<file path="src/sv/snte_pkg.sv">
// snte_pkg: widths, codes and the character map of the nibble text encoder
// no dependencies; imported by the channel interfaces and the top level
`default_nettype none

package snte_pkg;

    localparam int unsigned CHAR_W = 8;
    localparam int unsigned NIB_W  = 4;
    localparam int unsigned BYTE_W = 2 * NIB_W;

    typedef logic [CHAR_W-1:0] char_t;
    typedef logic [NIB_W-1:0]  nibble_t;
    typedef logic [BYTE_W-1:0] code_byte_t;

    localparam char_t   FIRST_CODE = 8'd32;
    localparam char_t   LAST_CODE  = 8'd127;
    localparam nibble_t SHIFT_BASE = 4'd12;
    localparam nibble_t PAD_NIBBLE = 4'd15;

    typedef struct packed {
        logic       alpha;
        logic [1:0] row;
        nibble_t    col;
    } map_entry_t;

    // entry = alphabet, row, column
    localparam logic [6:0] CHAR_MAP [96] = '{
        7'h31, 7'h41, 7'h20, 7'h43, 7'h00, 7'h45, 7'h46, 7'h10,
        7'h5A, 7'h5B, 7'h44, 7'h0A, 7'h3B, 7'h0B, 7'h49, 7'h7A,
        7'h00, 7'h01, 7'h02, 7'h03, 7'h04, 7'h05, 7'h06, 7'h07,
        7'h08, 7'h09, 7'h7B, 7'h4A, 7'h6A, 7'h4B, 7'h6B, 7'h48,
        7'h50, 7'h11, 7'h12, 7'h13, 7'h14, 7'h15, 7'h16, 7'h17,
        7'h18, 7'h19, 7'h21, 7'h22, 7'h23, 7'h24, 7'h25, 7'h26,
        7'h27, 7'h28, 7'h29, 7'h32, 7'h33, 7'h34, 7'h35, 7'h36,
        7'h37, 7'h38, 7'h39, 7'h1A, 7'h60, 7'h1B, 7'h47, 7'h3A,
        7'h70, 7'h51, 7'h52, 7'h53, 7'h54, 7'h55, 7'h56, 7'h57,
        7'h58, 7'h59, 7'h61, 7'h62, 7'h63, 7'h64, 7'h65, 7'h66,
        7'h67, 7'h68, 7'h69, 7'h72, 7'h73, 7'h74, 7'h75, 7'h76,
        7'h77, 7'h78, 7'h79, 7'h2A, 7'h40, 7'h2B, 7'h71, 7'h30
    };

    // index is character minus FIRST_CODE, only meaningful below 96
    function automatic map_entry_t map_lookup(input logic [6:0] idx);
        map_entry_t e;
        e = map_entry_t'(CHAR_MAP[idx]);
        return e;
    endfunction

endpackage

`default_nettype wire

</file>
<file path="src/sv/snte_char_if.sv">
// snte_char_if: valid/ready channel carrying one character beat
// depends on snte_pkg
`default_nettype none

interface snte_char_if;
    import snte_pkg::*;

    logic  valid;
    logic  ready;
    char_t ascii_char;
    logic  message_end;

    modport source (output valid, output ascii_char, output message_end, input ready);
    modport sink   (input valid, input ascii_char, input message_end, output ready);
endinterface

`default_nettype wire

</file>
<file path="src/sv/snte_code_if.sv">
// snte_code_if: valid/ready channel carrying one packed code byte beat
// depends on snte_pkg
`default_nettype none

interface snte_code_if;
    import snte_pkg::*;

    logic       valid;
    logic       ready;
    code_byte_t code_byte;
    logic       run_last;
    logic       message_done;
    logic       bad_char;

    modport source (output valid, output code_byte, output run_last, output message_done,
                    output bad_char, input ready);
    modport sink   (input valid, input code_byte, input run_last, input message_done,
                    input bad_char, output ready);
endinterface

`default_nettype wire

</file>
<file path="src/sv/shift_nibble_text_encoder_top.sv">
// shift_nibble_text_encoder_top: character to shift-nibble code byte encoder
// depends on snte_pkg, snte_char_if, snte_code_if
//
//   channel | dir | payload                                      | beat
//   chars   | in  | ascii_char[7:0], message_end                 | one character
//   codes   | out | code_byte[7:0], run_last, message_done,      | one packed byte
//           |     | bad_char                                     |
//
// a character beat lands in the input register, is encoded combinationally and
// loads the result register; a character that gives two bytes holds the result
// register until both have left through the single-byte output port
// chars.ready stays high while the input register is empty or drains this cycle,
// so a new character is taken while a finished byte still waits on codes
// reset (rst_n low, asynchronous) empties both registers and clears the
// alphabet, row and pending-nibble state
`default_nettype none

module shift_nibble_text_encoder_top (
    input  wire logic        clk,
    input  wire logic        rst_n,
    snte_char_if.sink        chars,
    snte_code_if.source      codes
);
    import snte_pkg::*;

    // input register
    logic       in_valid_reg;
    char_t      char_reg;
    logic       end_reg;

    // encoder state
    logic       alpha_reg,  alpha_next;
    logic [1:0] row_reg,    row_next;
    logic       wait_reg,   wait_next;
    nibble_t    wnib_reg,   wnib_next;

    // result register: up to two bytes of one character
    logic [1:0] res_n_reg,  res_n_next;
    logic       res_idx_reg, res_idx_next;
    code_byte_t res_b0_reg, res_b0_next;
    code_byte_t res_b1_reg, res_b1_next;
    logic       res_done_reg, res_done_next;
    logic       res_bad_reg,  res_bad_next;

    logic       res_last;
    logic       pop;
    logic       res_free;
    logic       proc;

    // encode datapath
    logic       bad;
    map_entry_t ent;
    nibble_t    seq [4];
    logic [2:0] len;
    logic [1:0] nbytes;

    // beat on the output is the last one of the current character
    assign res_last = (res_n_reg == 2'd1 && !res_idx_reg) ||
                      (res_n_reg == 2'd2 &&  res_idx_reg);
    assign pop      = codes.valid && codes.ready;
    assign res_free = (res_n_reg == 2'd0) || (pop && res_last);
    assign proc     = in_valid_reg && res_free;

    assign chars.ready = !in_valid_reg || proc;

    always_comb
    begin
        bad = (char_reg < FIRST_CODE) || (char_reg > LAST_CODE);
        ent = map_lookup(7'(char_reg - FIRST_CODE));
        seq[0] = '0;
        seq[1] = '0;
        seq[2] = '0;
        seq[3] = '0;
        len    = '0;
        // pending half byte goes first
        if (wait_reg)
        begin
            seq[0] = wnib_reg;
            len    = 3'd1;
        end
        // alphabet toggle uses the row in force before this character
        if (ent.alpha != alpha_reg)
        begin
            seq[len[1:0]] = SHIFT_BASE + nibble_t'(row_reg);
            len           = len + 3'd1;
        end
        if (ent.row != row_reg)
        begin
            seq[len[1:0]] = SHIFT_BASE + nibble_t'(ent.row);
            len           = len + 3'd1;
        end
        seq[len[1:0]] = ent.col;
        len           = len + 3'd1;
        // message end completes an odd half byte
        if (end_reg && len[0])
        begin
            seq[len[1:0]] = PAD_NIBBLE;
            len           = len + 3'd1;
        end
        nbytes = len[2:1];
    end

    // state update on each processed character
    always_comb
    begin
        alpha_next = alpha_reg;
        row_next   = row_reg;
        wait_next  = wait_reg;
        wnib_next  = wnib_reg;
        if (proc)
        begin
            if (bad || end_reg)
            begin
                alpha_next = 1'b0;
                row_next   = 2'd0;
                wait_next  = 1'b0;
                wnib_next  = '0;
            end
            else
            begin
                alpha_next = ent.alpha;
                row_next   = ent.row;
                wait_next  = len[0];
                wnib_next  = len[0] ? seq[{len[1], 1'b0}] : '0;
            end
        end
    end

    // result register load and drain
    always_comb
    begin
        res_n_next    = res_n_reg;
        res_idx_next  = res_idx_reg;
        res_b0_next   = res_b0_reg;
        res_b1_next   = res_b1_reg;
        res_done_next = res_done_reg;
        res_bad_next  = res_bad_reg;
        if (proc)
        begin
            res_idx_next  = 1'b0;
            res_n_next    = bad ? 2'd1 : nbytes;
            res_b0_next   = bad ? '0 : {seq[0], seq[1]};
            res_b1_next   = {seq[2], seq[3]};
            res_done_next = end_reg && !bad;
            res_bad_next  = bad;
        end
        else if (pop)
        begin
            if (res_last)
            begin
                res_n_next   = 2'd0;
                res_idx_next = 1'b0;
            end
            else
            begin
                res_idx_next = 1'b1;
            end
        end
    end

    always_ff @(posedge clk or negedge rst_n)
    begin
        if (!rst_n)
        begin
            in_valid_reg <= 1'b0;
            alpha_reg    <= 1'b0;
            row_reg      <= 2'd0;
            wait_reg     <= 1'b0;
            wnib_reg     <= '0;
            res_n_reg    <= 2'd0;
            res_idx_reg  <= 1'b0;
        end
        else
        begin
            if (chars.valid && chars.ready)
            begin
                in_valid_reg <= 1'b1;
            end
            else if (proc)
            begin
                in_valid_reg <= 1'b0;
            end
            alpha_reg   <= alpha_next;
            row_reg     <= row_next;
            wait_reg    <= wait_next;
            wnib_reg    <= wnib_next;
            res_n_reg   <= res_n_next;
            res_idx_reg <= res_idx_next;
        end
    end

    // payload registers, no reset
    always_ff @(posedge clk)
    begin
        if (chars.valid && chars.ready)
        begin
            char_reg <= chars.ascii_char;
            end_reg  <= chars.message_end;
        end
        res_b0_reg   <= res_b0_next;
        res_b1_reg   <= res_b1_next;
        res_done_reg <= res_done_next;
        res_bad_reg  <= res_bad_next;
    end

    // output beat
    assign codes.valid        = (res_n_reg != 2'd0);
    assign codes.code_byte    = res_idx_reg ? res_b1_reg : res_b0_reg;
    assign codes.run_last     = res_last;
    assign codes.message_done = res_last && res_done_reg;
    assign codes.bad_char     = res_bad_reg;

`ifndef SYNTHESIS
    // an error beat is a lone zero byte that never closes a message
    a_bad_beat: assert property (@(posedge clk) disable iff (!rst_n)
        (codes.valid && codes.bad_char) |->
            (codes.code_byte == '0 && codes.run_last && !codes.message_done))
        else $error("bad_char beat malformed");

    // second byte of a character only exists when two were loaded
    a_idx_range: assert property (@(posedge clk) disable iff (!rst_n)
        res_idx_reg |-> (res_n_reg == 2'd2))
        else $error("result index beyond loaded bytes");

    // a stalled input register holds an item until the result side frees
    a_in_hold: assert property (@(posedge clk) disable iff (!rst_n)
        (in_valid_reg && !res_free) |=> (in_valid_reg && $stable(char_reg)))
        else $error("input register lost a stalled character");

    // message end always leaves the encoder in its start state
    a_end_clear: assert property (@(posedge clk) disable iff (!rst_n)
        (proc && end_reg) |=> (!wait_reg && !alpha_reg && row_reg == 2'd0))
        else $error("state not cleared at message end");
`endif

endmodule

`default_nettype wire

</file>
<file path="src/flat_wrapper.sv">
// flat-port wrapper written by rule: the top's interface ports become plain ports
module shift_nibble_text_encoder_top_flat import snte_pkg::*;
  (clk, rst_n, chars_valid, chars_ascii_char, chars_message_end, chars_ready, codes_valid, codes_code_byte, codes_run_last, codes_message_done, codes_bad_char, codes_ready);
  snte_char_if chars_i ();
  snte_code_if codes_i ();
  input  wire logic clk;
  input  wire logic rst_n;
  input wire logic [$bits(chars_i.valid)-1:0] chars_valid;
  input wire logic [$bits(chars_i.ascii_char)-1:0] chars_ascii_char;
  input wire logic [$bits(chars_i.message_end)-1:0] chars_message_end;
  output wire logic [$bits(chars_i.ready)-1:0] chars_ready;
  output wire logic [$bits(codes_i.valid)-1:0] codes_valid;
  output wire logic [$bits(codes_i.code_byte)-1:0] codes_code_byte;
  output wire logic [$bits(codes_i.run_last)-1:0] codes_run_last;
  output wire logic [$bits(codes_i.message_done)-1:0] codes_message_done;
  output wire logic [$bits(codes_i.bad_char)-1:0] codes_bad_char;
  input wire logic [$bits(codes_i.ready)-1:0] codes_ready;
  assign chars_i.valid = chars_valid;
  assign chars_i.ascii_char = chars_ascii_char;
  assign chars_i.message_end = chars_message_end;
  assign chars_ready = chars_i.ready;
  assign codes_valid = codes_i.valid;
  assign codes_code_byte = codes_i.code_byte;
  assign codes_run_last = codes_i.run_last;
  assign codes_message_done = codes_i.message_done;
  assign codes_bad_char = codes_i.bad_char;
  assign codes_i.ready = codes_ready;
  shift_nibble_text_encoder_top u_core (.clk(clk), .rst_n(rst_n), .chars(chars_i), .codes(codes_i));
endmodule
</file>
<file path="config.mk">
export PLATFORM = sky130hd
export DESIGN_NAME = shift_nibble_text_encoder_top_flat
export DESIGN_NICKNAME = d
export VERILOG_FILES = /design/src/sv/snte_pkg.sv /design/src/sv/snte_char_if.sv /design/src/sv/snte_code_if.sv /design/src/sv/shift_nibble_text_encoder_top.sv /design/src/flat_wrapper.sv
export SDC_FILE = /design/constraint.sdc
export NUM_CORES = 1
export LEC_CHECK = 0
export BUFFER_PORTS_ARGS = -buffer_cell sky130_fd_sc_hd__buf_2
export CORE_MARGIN = 3
export CORE_UTILIZATION = 60
export DETAILED_ROUTE_END_ITERATION = 12
export HOLD_SLACK_MARGIN = 0.08
export PLACE_DENSITY = 0.8
export SLEW_MARGIN = 20
export SYNTH_ARGS = -nofsm -noshare
export SYNTH_HDL_FRONTEND = slang
export SYNTH_SLANG_ARGS = --single-unit
</file>
<file path="constraint.sdc">
create_clock -name clk -period 8.2 [get_ports clk]
set_input_delay 0.41 -clock clk [delete_from_list [all_inputs] [get_ports clk]]
set_output_delay 0.41 -clock clk [all_outputs]
set_load 0.05 [all_outputs]
</file>
==> results.tsv <==
stage	metric	value	unit
cts	cts_tree	built	
synth	synth_top_family_by_area	compound AO/OA/AOI/OAI gates	
drt	drt_iter0_markers	443	
synth	synthTopCellsByCount	nand2_1 (33), edfxtp_1 (27), nor2_1 (22)	
synth	ys.flop_type	edfxtp_1	
floorplanning	row_count	25	
cts	clock_latency	0.29	ns
sta	fin_skew	0.00910	ns
setup_path	reg2reg_depth	14	
drt	drt_drc_violations_left	0	
floorplanning	core	4850	um^2
drt	firstDrtPassIters	5	
synth	synth_cells	333	
synth	muxShareOfSynthArea	0.0717	
sta	tightest_slew	1.03	ns
sta	worst_slack	3.23	ns
global_route	grt.total_usage	0.250	
sta	fin_tns_setup	0	ns
drt	via_per_inst	6.52	
global_route	grt_start_max_net_pins	33	
outcome	outcome	finished, final reports clean	
worst_hold_path	hold_depth	1	
sta	max_slew_margin	0.315	
job	max-cap-violations	0	
cts	cts_setup_buffers	0	
synth	ys_ff_latch	39	
setup_path	critical_path_arrival	5.16	ns
synth	synth_nets	360	
global_route	grt_pass1_wl	12.2	mm
drt	vias	2688	
synth	synth_cell_types	75	
drt	wl_per_cell	17.4	um
cells_and_area	fin_area	3320	um^2
floorplanning	die_h	78.0	um
synth	yosys.area.top_type_share	0.261	
synth	netlist_area	3110	um^2
synth	synth-xor-area-share	0.0189	
cts	cts_root_buf	clkbuf_8	
synth	synth-edff-count	27	
synth	yosys.area.top_type	edfxtp_1	
global_route	antenna_found_initial	0	
setup_path	cp-end-kind	flip-flop	
place	portBuffers	25	
floorplanning	num_io_pins	26	
place	place_area	3200	um^2
cts	clockBufferDepth	2	
sta	setup_violations	0	
cts	cts_hold_buf	1	
setup_path	critPathMaxFanout	20	
cts	cts_buffers	5	
cts	cts_resized	0	
sta	fin_crit_sh	0.606	
setup_path	cp.required	8.39	ns
sta	max_freq	201	MHz
floorplanning	start_util	0.641	
synth	yosys.area_share.simple	0.196	
synth	yosys.cell_count.top_type	nand2_1	
synth	synthTopCellsByArea	edfxtp_1 (26%), dfrtp_1 (9.7%), ha_1 (5.6%), mux2_2 (4.7%), nand2_1 (4.0%)	
cells_and_area	fillCellCount	388	
sta	min_period	4.97	ns
place	gp_congestion	0.968	
cts	htreeDepth	2	
sta	rsz0062_at_grt	false	
drt	drt-total-wl	7.17	mm
place	dp_hpwl	5.12	mm
drt	antenna_left	0	
synth	avgSynthCellArea	9.33	um^2
sta	final_max_slew_viol_count	0	
global_route	overflow	0	
cts	cts.sink_count	39	
synth	async_flop_share	0.308	
global_route	first_global_vias	2511	
cells_and_area	utilization	0.684	
cells_and_area	nNetsFinal	371	
cts	clkTransAtPathRegs	0.08	ns
cells_and_area	drive_above_1_share	0.194	
setup_path	crit_type	flip-flop to flip-flop	
place	pre_cts_slack	3.27	ns
synth	ys_seq_area_frac	0.357	
synth	yosysWarnings	0	
synth	synth_compound_area_frac	0.236	
synth	synth_fa_ha_area_frac	0.0564	
cells_and_area	n_antenna_cell	0	
cells_and_area	area_growth	6.76	%
floorplanning	die_x	78.0	um
setup_path	startpoint_type	flip-flop	
floorplanning	die-area	6080	um^2
worst_hold_path	hold_class	input pin to flip-flop	
sta	hold_viol	0	
## layer usage
metal	vias to the layer above	global-route usage	part of all wire
li1	1270	-	-
met1	1249	0.364	0.43
met2	158	0.384	0.46
met3	11	0.0360	0.093
met4	0	0.0804	0.017
met5	-	0	0
## final timing paths
kind	start	endpoint	slack, ns
worst max-delay path	u_core.char_reg[1]	u_core.res_n_reg[0]	3.23
worst min-delay path	chars_message_end	u_core.end_reg	0.29
worst min register to register	u_core.wnib_reg[3]	u_core.wnib_reg[3]	0.51
min in group asynchronous	rst_n	u_core.res_idx_reg	0.51
max in group asynchronous	rst_n	u_core.in_valid_reg	7.46
worst max register to register	u_core.char_reg[1]	u_core.res_n_reg[0]	3.23
## cells in the final DEF (no fill, tap or decap), drive strengths merged, types with 3 or more instances in the layout
master,instances
o31ai,5
o21bai,3
edfxtp,27
nor2b,10
buf,25
mux2i,5
nand2,35
a21oi,16
a211oi,3
clkinv,3
a31oi,5
nand2b,6
nor2,22
or2,7
dfrtp,12
a311oi,4
o31a,3
a32o,6
a21boi,4
ha,14
nor4,3
inv,19
or3,5
clkbuf,5
a2111oi,3
o211ai,5
and2,4
o21ai,13
o22ai,7
mux2,13
nand3,11
xnor2,3
## through the flow
| stage | hold WS (ns) | std cells |
|---|---|---|
| 3_5_place_dp | 0.305 | 403 |
| 2_1_floorplan | 0.114 | 333 |
| 6_report | 0.290 | 412 |
| 5_1_grt | 0.285 | 412 |
| 4_1_cts | 0.285 | 412 |
| 3_3_place_gp | 0.303 | 403 |
## area by class of cell
type | count | area [um^2] | area share
multi-input cells | 252 | 1800 | 0.543
flip-flops and latches | 39 | 1110 | 0.335
repair buffers | 26 | 135 | 0.0407
well taps | 67 | 83.8 | 0.0253
inverters | 20 | 75.1 | 0.0226
clock buffers | 5 | 68.8 | 0.0207
clock inverters | 3 | 43.8 | 0.0132
## kinds of logic (layout without fill, tap and decap cells)
kind of cell	count (synthesis)	count (layout)
AO/OA/AOI/OAI	99	99
XOR/XNOR	5	5
adder cells (fa/ha/maj)	14	14
buffers and inverters	42	54
flip-flops	39	39
multiplexers	19	19
AND/OR/NAND/NOR	115	115
## critical path, stage by stage, from the launching register on
cell and delay, ns:
edfxtp_1 0.65, inv_1 0.19, ha_1 0.43, inv_2 0.10, mux4_1 0.51, a21boi_2 0.21, nor4_2 0.09, nor4_4 0.82
o31ai_1 0.33, ha_1 0.41, nor2_1 0.05, a311o_1 0.34, o2bb2ai_2 0.32, a21boi_0 0.15, mux2_2 0.29
Power is left out: the tool's default activity adds up to more than one toggle a clock period on the data nets, which glitch-free logic cannot reach.
